$ cat config.mk
export PLATFORM = sky130hd
export DESIGN_NAME = poly_oscillator_voice_bank_flat
export DESIGN_NICKNAME = d
export VERILOG_FILES = /design/src/rtl/povb_pkg.sv /design/src/rtl/povb_if.sv /design/src/rtl/povb_front.sv /design/src/rtl/povb_back.sv /design/src/rtl/poly_oscillator_voice_bank.sv /design/src/flat_wrapper.sv
export SDC_FILE = /design/constraint.sdc
export NUM_CORES = 2
export LEC_CHECK = 0
export ABC_CLOCK_PERIOD_IN_PS = 11400
export BUFFER_PORTS_ARGS = -buffer_cell sky130_fd_sc_hd__buf_2
export CORE_MARGIN = 4
export CORE_UTILIZATION = 50
export CTS_BUF_LIST = sky130_fd_sc_hd__clkbuf_4
export CTS_CLUSTER_DIAMETER = 60
export DETAILED_ROUTE_END_ITERATION = 10
export PLACE_DENSITY = 0.68
export SYNTH_ARGS = -nofsm -noshare
export SYNTH_HDL_FRONTEND = slang
export SYNTH_SLANG_ARGS = --single-unit
$ cat constraint.sdc
create_clock -name i_clk -period 11.4 [get_ports i_clk]
set_input_delay 2.28 -clock i_clk [delete_from_list [all_inputs] [get_ports i_clk]]
set_output_delay 2.28 -clock i_clk [all_outputs]
set_load 0.05 [all_outputs]
$ cat src/rtl/povb_pkg.sv
`timescale 1ns / 1ps
package povb_pkg;

    localparam int Voices     = 5;
    localparam int VoiceBits  = 3;
    localparam int SineBits   = 10;
    localparam int TableSize  = 1 << SineBits;
    localparam int QBits      = SineBits - 2;
    localparam int GainMax    = 32767;
    localparam int WaveAmp    = 9830;
    localparam int QueueDepth = 2;

    typedef enum logic [1:0] {
        OP_TICK = 2'd0,
        OP_ON   = 2'd1,
        OP_OFF  = 2'd2,
        OP_NONE = 2'd3
    } t_op;

    typedef enum logic [1:0] {
        WAVE_SINE = 2'd0,
        WAVE_SAW  = 2'd1,
        WAVE_SQR  = 2'd2,
        WAVE_NONE = 2'd3
    } t_wave;

    typedef enum logic [1:0] {
        REG_ATTACK    = 2'd0,
        REG_DECAY     = 2'd1,
        REG_THRESHOLD = 2'd2,
        REG_CEILING   = 2'd3
    } t_reg;

    typedef enum logic [1:0] {
        ST_IDLE,
        ST_SCAN,
        ST_MULT,
        ST_DONE
    } t_state;

    // classified command handed from the front to the back
    typedef struct packed {
        t_op         op;
        logic [30:0] step;
        logic [14:0] gain;
        logic [1:0]  wave;
    } t_cmd;

    typedef struct packed {
        logic signed [15:0] sample;
        logic [2:0]         voice_count;
        logic               accepted;
    } t_res;

    // quarter sine polynomial, only called with constant arguments for the table
    function automatic logic [14:0] quarter_sine(input logic [15:0] x);
        logic [63:0] x2;
        logic [63:0] p;
        begin
            x2 = (64'(x) * 64'(x)) >> 15;
            p  = 64'd21024 - ((x2 * 64'd2320) >> 15);
            p  = 64'd51472 - ((x2 * p) >> 15);
            p  = (64'(x) * p) >> 15;
            quarter_sine = (p > 64'(GainMax)) ? 15'(GainMax) : p[14:0];
        end
    endfunction

endpackage

$ cat src/rtl/povb_if.sv
`timescale 1ns / 1ps
interface povb_in_if;
    logic        valid;
    logic        ready;
    logic [1:0]  op;
    logic [30:0] phase_step;
    logic [6:0]  velocity;
    logic [1:0]  wave;
    modport source (output valid, op, phase_step, velocity, wave, input ready);
    modport sink   (input valid, op, phase_step, velocity, wave, output ready);
endinterface

interface povb_out_if;
    logic               valid;
    logic               ready;
    logic signed [15:0] sample;
    logic [2:0]         voice_count;
    logic               accepted;
    modport source (output valid, sample, voice_count, accepted, input ready);
    modport sink   (input valid, sample, voice_count, accepted, output ready);
endinterface

$ cat src/rtl/povb_front.sv
`timescale 1ns / 1ps
module povb_front import povb_pkg::*; (
    input  logic        i_clk,
    input  logic        i_rst_n,
    input  logic        i_valid,
    output logic        o_ready,
    input  logic [1:0]  i_op,
    input  logic [30:0] i_step,
    input  logic [6:0]  i_velocity,
    input  logic [1:0]  i_wave,
    output logic        o_cmd_valid,
    input  logic        i_cmd_pop,
    output t_cmd        o_cmd
);
    t_cmd        r_q [QueueDepth];
    logic        r_wp, r_rp;
    logic [1:0]  r_cnt;
    logic [1:0]  n_cnt;
    logic [21:0] vel_prod;
    logic [14:0] start_gain;
    t_cmd        cmd_in;
    logic        push;

    // starting gain: (v*32767+63)/127 == v*258 + (v >= 64) for v in 0..127
    assign vel_prod   = 22'(i_velocity) * 22'd258;
    assign start_gain = vel_prod[14:0] + 15'(i_velocity[6]);

    always_comb begin
        cmd_in.op   = t_op'(i_op);
        cmd_in.step = i_step;
        cmd_in.gain = start_gain;
        cmd_in.wave = i_wave;
    end

    assign o_ready     = (r_cnt != 2'(QueueDepth));
    assign push        = i_valid && o_ready;
    assign o_cmd_valid = (r_cnt != 2'd0);
    assign o_cmd       = r_q[r_rp];

    always_comb begin
        n_cnt = r_cnt + 2'(push) - 2'(i_cmd_pop);
    end

    // command queue
    always_ff @(posedge i_clk) begin
        if (!i_rst_n) begin
            r_wp  <= 1'b0;
            r_rp  <= 1'b0;
            r_cnt <= 2'd0;
        end else begin
            r_cnt <= n_cnt;
            if (push) r_wp <= ~r_wp;
            if (i_cmd_pop) r_rp <= ~r_rp;
        end
    end

    always_ff @(posedge i_clk) begin
        if (push) r_q[r_wp] <= cmd_in;
    end
endmodule

$ cat src/rtl/povb_back.sv
`timescale 1ns / 1ps
module povb_back import povb_pkg::*; (
    input  logic        i_clk,
    input  logic        i_rst_n,
    input  logic        i_cmd_valid,
    output logic        o_cmd_pop,
    input  t_cmd        i_cmd,
    input  logic [16:0] i_attack,
    input  logic [14:0] i_decay,
    input  logic [14:0] i_threshold,
    input  logic [14:0] i_ceiling,
    output logic        o_res_valid,
    input  logic        i_res_ready,
    output t_res        o_res
);
    t_state r_state, n_state;

    logic [Voices-1:0] r_valid, r_rel;
    logic [31:0]       r_phase [Voices];
    logic [30:0]       r_step  [Voices];
    logic [14:0]       r_gain  [Voices];
    logic [1:0]        r_wave  [Voices];

    logic [VoiceBits-1:0] r_idx;
    logic signed [19:0]   r_mix;
    logic                 r_acc;
    logic signed [16:0]   r_wv;
    logic                 r_out_v;
    t_res                 r_res;

    logic signed [16:0] wv;
    logic signed [32:0] term;
    logic signed [17:0] term_s;
    logic [31:0]        env_prod;
    logic [31:0]        env_sel;
    logic [14:0]        new_gain;
    logic               last;
    logic               take;
    logic               st_idle, st_scan, st_mult, st_done;
    logic [Voices-1:0]  match;
    logic [Voices-1:0]  free_v;
    logic               dup;
    logic [VoiceBits-1:0] free_idx;
    logic               has_free;
    logic signed [19:0] mix_fin;
    logic [2:0]         cnt;
    logic [31:0]        ph;
    logic signed [15:0] saw_s;
    logic signed [31:0] saw_p;
    logic [14:0]        qsin_tab [1 << QBits];
    logic [SineBits-1:0] sk;
    logic [QBits:0]     qi;
    logic [14:0]        qy;
    logic signed [16:0] sine_v;

    // a command starts once the result register is free or being emptied
    assign take = i_cmd_valid && (!r_out_v || i_res_ready);

    // next state
    always_comb begin
        n_state = r_state;
        unique case (r_state)
            ST_IDLE: if (take)
                         n_state = (i_cmd.op == OP_TICK) ? ST_SCAN : ST_DONE;
            ST_SCAN: n_state = ST_MULT;
            ST_MULT: n_state = last ? ST_DONE : ST_SCAN;
            ST_DONE: n_state = ST_IDLE;
            default: n_state = ST_IDLE;
        endcase
    end

    // state decode
    always_comb begin
        st_idle = 1'b0; st_scan = 1'b0; st_mult = 1'b0; st_done = 1'b0;
        unique case (r_state)
            ST_IDLE: st_idle = 1'b1;
            ST_SCAN: st_scan = 1'b1;
            ST_MULT: st_mult = 1'b1;
            ST_DONE: st_done = 1'b1;
            default: st_idle = 1'b1;
        endcase
    end

    assign last      = (r_idx == VoiceBits'(Voices - 1));
    assign o_cmd_pop = st_done;

    // quarter sine table, constant entries
    for (genvar j = 0; j < (1 << QBits); j++) begin : g_qsin
        assign qsin_tab[j] = quarter_sine(16'(j << (15 - QBits)));
    end

    // full sine from the quarter table, mirrored by quadrant
    assign ph = r_phase[r_idx];
    assign sk = ph[31 -: SineBits];
    assign qi = sk[SineBits-2] ? ((QBits+1)'(1 << QBits) - {1'b0, sk[QBits-1:0]})
                               : {1'b0, sk[QBits-1:0]};
    assign qy = qi[QBits] ? 15'(GainMax) : qsin_tab[qi[QBits-1:0]];
    assign sine_v = sk[SineBits-1] ? -$signed({2'b00, qy}) : $signed({2'b00, qy});

    // wave value of the voice at r_idx
    assign saw_s = $signed(ph[31:16]);
    assign saw_p = 32'(saw_s) * 32'sd9830;
    always_comb begin
        case (t_wave'(r_wave[r_idx]))
            WAVE_SINE: wv = sine_v;
            WAVE_SAW:  wv = 17'(saw_p >>> 15);
            WAVE_SQR:  wv = (ph[30:0] == 31'd0) ? 17'sd0 :
                            (ph[31] ? -17'sd9830 : 17'sd9830);
            default:   wv = 17'sd0;
        endcase
    end

    // gain times wave, floor shift
    assign term   = $signed({1'b0, r_gain[r_idx]}) * r_wv;
    assign term_s = 18'(term >>> 15);

    // envelope update
    assign env_sel  = r_rel[r_idx] ? 32'(i_decay) : 32'(i_attack);
    assign env_prod = 32'(r_gain[r_idx]) * env_sel;
    always_comb begin
        new_gain = r_gain[r_idx];
        if (r_rel[r_idx]) new_gain = env_prod[29:15];
        else if (r_gain[r_idx] <= i_ceiling)
            new_gain = (env_prod[31:15] > 17'(GainMax)) ? 15'(GainMax)
                                                         : env_prod[29:15];
    end

    // note matching
    always_comb begin
        dup = 1'b0; has_free = 1'b0; free_idx = '0;
        for (int i = 0; i < Voices; i++) begin
            match[i]  = r_valid[i] && (r_step[i] == i_cmd.step);
            free_v[i] = !r_valid[i];
            if (match[i]) dup = 1'b1;
        end
        for (int i = Voices - 1; i >= 0; i--) begin
            if (free_v[i]) begin
                has_free = 1'b1;
                free_idx = VoiceBits'(i);
            end
        end
    end

    always_comb begin
        cnt = '0;
        for (int i = 0; i < Voices; i++) cnt = cnt + 3'(r_valid[i]);
    end

    assign mix_fin = (r_mix > 20'sd32767) ? 20'sd32767 :
                     (r_mix < -20'sd32768) ? -20'sd32768 : r_mix;

    // control and voice state
    always_ff @(posedge i_clk) begin
        if (!i_rst_n) begin
            r_state <= ST_IDLE;
            r_valid <= '0;
            r_rel   <= '0;
            r_out_v <= 1'b0;
            r_idx   <= '0;
            for (int i = 0; i < Voices; i++) r_phase[i] <= '0;
        end else begin
            r_state <= n_state;
            if (o_res_valid && i_res_ready) r_out_v <= 1'b0;
            if (st_idle) begin
                r_idx <= '0;
                r_mix <= '0;
                r_acc <= 1'b0;
                if (take && i_cmd.op == OP_ON && !dup && has_free) begin
                    r_valid[free_idx] <= 1'b1;
                    r_rel[free_idx]   <= 1'b0;
                    r_phase[free_idx] <= '0;
                    r_step[free_idx]  <= i_cmd.step;
                    r_gain[free_idx]  <= i_cmd.gain;
                    r_wave[free_idx]  <= i_cmd.wave;
                    r_acc             <= 1'b1;
                end
                if (take && i_cmd.op == OP_OFF) begin
                    r_rel <= r_rel | match;
                    r_acc <= |match;
                end
            end
            if (st_scan) r_wv <= wv;
            if (st_mult) begin
                if (r_valid[r_idx]) begin
                    r_mix          <= r_mix + 20'(term_s);
                    r_phase[r_idx] <= r_phase[r_idx] + {1'b0, r_step[r_idx]};
                    r_gain[r_idx]  <= new_gain;
                    if (new_gain < i_threshold) begin
                        r_valid[r_idx] <= 1'b0;
                        r_rel[r_idx]   <= 1'b0;
                    end
                end
                if (!last) r_idx <= r_idx + 1'b1;
            end
            if (st_done) begin
                r_out_v <= 1'b1;
                r_res.sample      <= (i_cmd.op == OP_TICK) ? mix_fin[15:0] : 16'sd0;
                r_res.voice_count <= cnt;
                r_res.accepted    <= (i_cmd.op == OP_TICK) ? 1'b0 : r_acc;
            end
        end
    end

    assign o_res_valid = r_out_v;
    assign o_res       = r_res;
endmodule

$ cat src/rtl/poly_oscillator_voice_bank.sv
`timescale 1ns / 1ps
// note commands pass from the idle state through the done state to the result;
// a tick loops over every voice: the wave in the scan state, mix and envelope in the mult state,
// and ends in the done state; a new command is taken only in idle once the result is free
// synchronous active-low reset clears voices, queue and the registers to
// attack 32800, decay 32700, threshold 33, ceiling 32767
module poly_oscillator_voice_bank import povb_pkg::*; (
    input  logic        i_clk,
    input  logic        i_rst_n,
    povb_in_if.sink     in_ch,
    povb_out_if.source  out_ch,
    input  logic        i_cfg_we,
    input  logic [1:0]  i_cfg_idx,
    input  logic [16:0] i_cfg_data
);
    logic [16:0] r_attack;
    logic [14:0] r_decay, r_threshold, r_ceiling;
    logic        cmd_valid, cmd_pop;
    t_cmd        cmd;
    t_res        res;

    // configuration registers
    always_ff @(posedge i_clk) begin
        if (!i_rst_n) begin
            r_attack    <= 17'd32800;
            r_decay     <= 15'd32700;
            r_threshold <= 15'd33;
            r_ceiling   <= 15'd32767;
        end else if (i_cfg_we) begin
            unique case (t_reg'(i_cfg_idx))
                REG_ATTACK:    r_attack    <= i_cfg_data;
                REG_DECAY:     r_decay     <= i_cfg_data[14:0];
                REG_THRESHOLD: r_threshold <= i_cfg_data[14:0];
                REG_CEILING:   r_ceiling   <= i_cfg_data[14:0];
                default:       r_attack    <= r_attack;
            endcase
        end
    end

    povb_front u_front (
        .i_clk, .i_rst_n,
        .i_valid(in_ch.valid), .o_ready(in_ch.ready),
        .i_op(in_ch.op), .i_step(in_ch.phase_step),
        .i_velocity(in_ch.velocity), .i_wave(in_ch.wave),
        .o_cmd_valid(cmd_valid), .i_cmd_pop(cmd_pop), .o_cmd(cmd)
    );

    povb_back u_back (
        .i_clk, .i_rst_n,
        .i_cmd_valid(cmd_valid), .o_cmd_pop(cmd_pop), .i_cmd(cmd),
        .i_attack(r_attack), .i_decay(r_decay),
        .i_threshold(r_threshold), .i_ceiling(r_ceiling),
        .o_res_valid(out_ch.valid), .i_res_ready(out_ch.ready), .o_res(res)
    );

    assign out_ch.sample      = res.sample;
    assign out_ch.voice_count = res.voice_count;
    assign out_ch.accepted    = res.accepted;

    // count never exceeds the bank size
    a_count: assert property (@(posedge i_clk) disable iff (!i_rst_n)
        out_ch.valid |-> out_ch.voice_count <= 3'(Voices))
        else $error("voice count out of range");

    // a pop only happens with a queued command
    a_pop: assert property (@(posedge i_clk) disable iff (!i_rst_n)
        cmd_pop |-> cmd_valid)
        else $error("pop from empty queue");

    // ticks never report accepted
    a_tick: assert property (@(posedge i_clk) disable iff (!i_rst_n)
        (cmd_pop && cmd.op == OP_TICK) |=> !res.accepted)
        else $error("tick flagged accepted");
endmodule
$ cat src/flat_wrapper.sv
// flat-port wrapper written by rule: the top's interface ports become plain ports
module poly_oscillator_voice_bank_flat import povb_pkg::*;
  (i_clk, i_rst_n, i_cfg_we, i_cfg_idx, i_cfg_data, in_ch_valid, in_ch_op, in_ch_phase_step, in_ch_velocity, in_ch_wave, in_ch_ready, out_ch_valid, out_ch_sample, out_ch_voice_count, out_ch_accepted, out_ch_ready);
  povb_in_if in_ch_i ();
  povb_out_if out_ch_i ();
  input  logic i_clk;
  input  logic i_rst_n;
  input  logic i_cfg_we;
  input  logic [1:0] i_cfg_idx;
  input  logic [16:0] i_cfg_data;
  input wire logic [$bits(in_ch_i.valid)-1:0] in_ch_valid;
  input wire logic [$bits(in_ch_i.op)-1:0] in_ch_op;
  input wire logic [$bits(in_ch_i.phase_step)-1:0] in_ch_phase_step;
  input wire logic [$bits(in_ch_i.velocity)-1:0] in_ch_velocity;
  input wire logic [$bits(in_ch_i.wave)-1:0] in_ch_wave;
  output wire logic [$bits(in_ch_i.ready)-1:0] in_ch_ready;
  output wire logic [$bits(out_ch_i.valid)-1:0] out_ch_valid;
  output wire logic [$bits(out_ch_i.sample)-1:0] out_ch_sample;
  output wire logic [$bits(out_ch_i.voice_count)-1:0] out_ch_voice_count;
  output wire logic [$bits(out_ch_i.accepted)-1:0] out_ch_accepted;
  input wire logic [$bits(out_ch_i.ready)-1:0] out_ch_ready;
  assign in_ch_i.valid = in_ch_valid;
  assign in_ch_i.op = in_ch_op;
  assign in_ch_i.phase_step = in_ch_phase_step;
  assign in_ch_i.velocity = in_ch_velocity;
  assign in_ch_i.wave = in_ch_wave;
  assign in_ch_ready = in_ch_i.ready;
  assign out_ch_valid = out_ch_i.valid;
  assign out_ch_sample = out_ch_i.sample;
  assign out_ch_voice_count = out_ch_i.voice_count;
  assign out_ch_accepted = out_ch_i.accepted;
  assign out_ch_i.ready = out_ch_ready;
  poly_oscillator_voice_bank u_core (.i_clk(i_clk), .i_rst_n(i_rst_n), .in_ch(in_ch_i), .out_ch(out_ch_i), .i_cfg_we(i_cfg_we), .i_cfg_idx(i_cfg_idx), .i_cfg_data(i_cfg_data));
endmodule
==> impl_metrics.csv <==
group,metric,value,unit
floorplanning,rows,131,
global_route,grt_pass1_wl,296800,um
timing,finalSetupViolations,0,
timing,fin_setup_tns,0,ns
detailed_routing,drtIter0Drc,5026,
critical_path,slowest_stage,"dfxtp_4",
placement,place_hpwl,139700,um
logic_synthesis,syn_inst,6094,
critical_path,cp.arrival,11.59,ns
detailed_routing,routed_wl,192700,um
floorplanning,core-area,127400,um^2
cts,cts_sinks,814,
timing,finalClockSkew,0.1173,ns
run,cap_violations,0,
cts,cts_buffers,202,
critical_path,endpoint_kind,"register",
timing,period_minus_slack,10.71,ns
logic_synthesis,synth_area_per_cell,10.51,um^2
floorplanning,pin_count,88,
global_route,overflow,0,
logic_synthesis,synth_seq_cells,814,
detailed_routing,dr.pass1.iters,6,
cts,cts_max_level,4,
critical_path,cp-start-kind,"register",
logic_synthesis,ys_async_sr_fraction,0,%
timing,clock.fmax,93.40,MHz
floorplanning,die_h,365.9,um
cts,cts-root-buf,"clkbuf_4",
global_route,antenna_found_initial,6,
critical_path,max_stage_delay,0.63,ns
detailed_routing,viasPerCell,5.943,
cts,clk_latency,1.17,ns
cts,cts_max_path_buffers,3,
cts,cts_tree,"done",
timing,tightest_slew,1.325,ns
floorplanning,die_area,133900,um^2
detailed_routing,detail-route-antenna-nets,0,
critical_path,path_common_cell,"a21oi_1",
hold_path,hp-class,"reg2reg",
timing,rsz0062_at_grt,"no",
status,status,"complete, no violations",
logic_synthesis,synth_edf_count,731,
logic_synthesis,yosys_warnings,0,
timing,drv_slew,0,
layout,layout_common_cells,"inv_1 (753), edfxtp_1 (731), nand2_1 (589)",
placement,place_congestion,1.016,
layout,layout_commonest_cell,"inv_1",
detailed_routing,vias,48863,
layout,nets,7391,
layout,layout-drive-gt1-share,11.28,%
timing,hold_viol,0,
critical_path,critical_path_class,"reg2reg",
timing,slew_headroom,11.10,%
floorplanning,initial_core_util,50.29,%
logic_synthesis,ys_seq_area_share,36.87,%
floorplanning,die_w,365.9,um
critical_path,crit_fanout,27,
timing,period_share,93.91,%
global_route,gr-usage-all-layers,28.66,%
logic_synthesis,yosys_most_used_dff,"edfxtp_1",
global_route,grt_pass1_vias,49793,
cts,clk_pin_slew,0.07,ns
cts,ctsHoldBuffers,0,
detailed_routing,drcViolationCount,0,
critical_path,crit_required,12.29,ns
detailed_routing,wl_per_cell,23.44,um
layout,syn2layout_area_growth,8.903,%
global_route,grt_max_degree,123,
logic_synthesis,synth_area,64050,um^2
logic_synthesis,yosysUniqueCellTypes,107,
placement,numPortBuffers,87,
[kinds of logic after synthesis]
logic type | share of synthesized area, %
AO/OA/AOI/OAI | 11.32
XOR/XNOR | 3.761
adder cells (fa/ha/maj) | 24.21
buffers and inverters | 6.740
flip-flops | 36.87
multiplexers | 5.019
other | 0.005855
AND/OR/NAND/NOR | 12.08
[cell usage after synthesis (73+ instances only)]
master | count | share of area [%]
and2_1 | 137 | 1.3
nand3_1 | 106 | 0.83
inv_1 | 755 | 4.4
dfxtp_1 | 83 | 2.6
ha_1 | 388 | 7.6
a21oi_1 | 285 | 2.2
nor2_1 | 593 | 3.5
mux4_2 | 73 | 2.6
mux2i_1 | 133 | 2.1
fa_1 | 532 | 17
clkbuf_1 | 190 | 1.1
o21ai_0 | 148 | 1.2
xnor2_1 | 177 | 2.4
xor2_1 | 98 | 1.3
edfxtp_1 | 731 | 34
nand2_1 | 591 | 3.5
[through the flow]
step,instance area [um^2],hold WS (ns),worst slack (ns),std cells,util [%]
after floorplan,64770,0.4363,0.05730,6282,-
after global placement,67090,0.4464,0.2859,7856,52.68
after detailed placement,67090,0.4511,0.2481,7856,52.68
after CTS,69630,0.4607,0.2675,8207,54.68
after global routing,69740,0.4895,0.08592,8220,54.76
final,69750,0.4576,0.6939,8222,54.77
[repair_timing]
action                                  in CTS  in global routing
endpoints found under the setup margin       0                 12
resized for setup                            0                  8
setup buffers                                0                  7
[flip-flops by register name, indices dropped and copies added (netlist names), 10 cells and up, named ones only]
signal                 count
u_core.u_back.r_phase    256
u_core.u_back.r_step     248
u_core.u_front.r_q        84
u_core.u_back.r_gain      75
u_core.u_back.o_res       20
u_core.u_back.r_mix       20
u_core.r_attack           17
u_core.u_back.r_wv        17
u_core.r_ceiling          15
u_core.r_decay            15
u_core.r_threshold        15
u_core.u_back.r_wave      10
[critical path, delay by kind of cell, from the launching register on]
family,cells,cell delay [ns]
adder cells (fa/ha/maj),9,3.95
AO/OA/AOI/OAI,17,3.32
buffers and inverters,10,1.60
AND/OR/NAND/NOR,6,0.75
flip-flops,1,0.63
XOR/XNOR,1,0.20
[path summary, 6_finish.rpt]
kind / start / endpoint / slack (ns) / cells after the start
max: u_core.u_back.r_idx[1] / u_core.u_back.r_mix[16] / 0.69 / 43
max reg2reg: u_core.u_back.r_idx[1] / u_core.u_back.r_mix[16] / 0.69 / 43
min reg2reg: u_core.r_threshold[9] / u_core.r_threshold[9] / 0.46 / 2
min: u_core.r_threshold[9] / u_core.r_threshold[9] / 0.46 / 2
[per-layer routing]
metal / wire length (um) / track usage, % / vias to the layer above
li1: - / - / 21700
met1: 76470 / 37.54 / 24266
met2: 91570 / 46.96 / 2420
met3: 16330 / 5.337 / 475
met4: 8318 / 12.14 / 2
met5: 13 / 0 / -
[final cells by class]
class / count / area (um^2)
Fill cell: 11120 / 57610
Multi-Input combinational cell: 4385 / 37010
Sequential cell: 814 / 23630
Inverter: 767 / 2893
Clock buffer: 294 / 2207
Tap cell: 1662 / 2079
Timing Repair Buffer: 235 / 1575
Clock inverter: 57 / 336.6
Antenna cell: 8 / 20.02
Power is left out: the tool's default activity adds up to more than one toggle a clock period on the data nets, which glitch-free logic cannot reach.
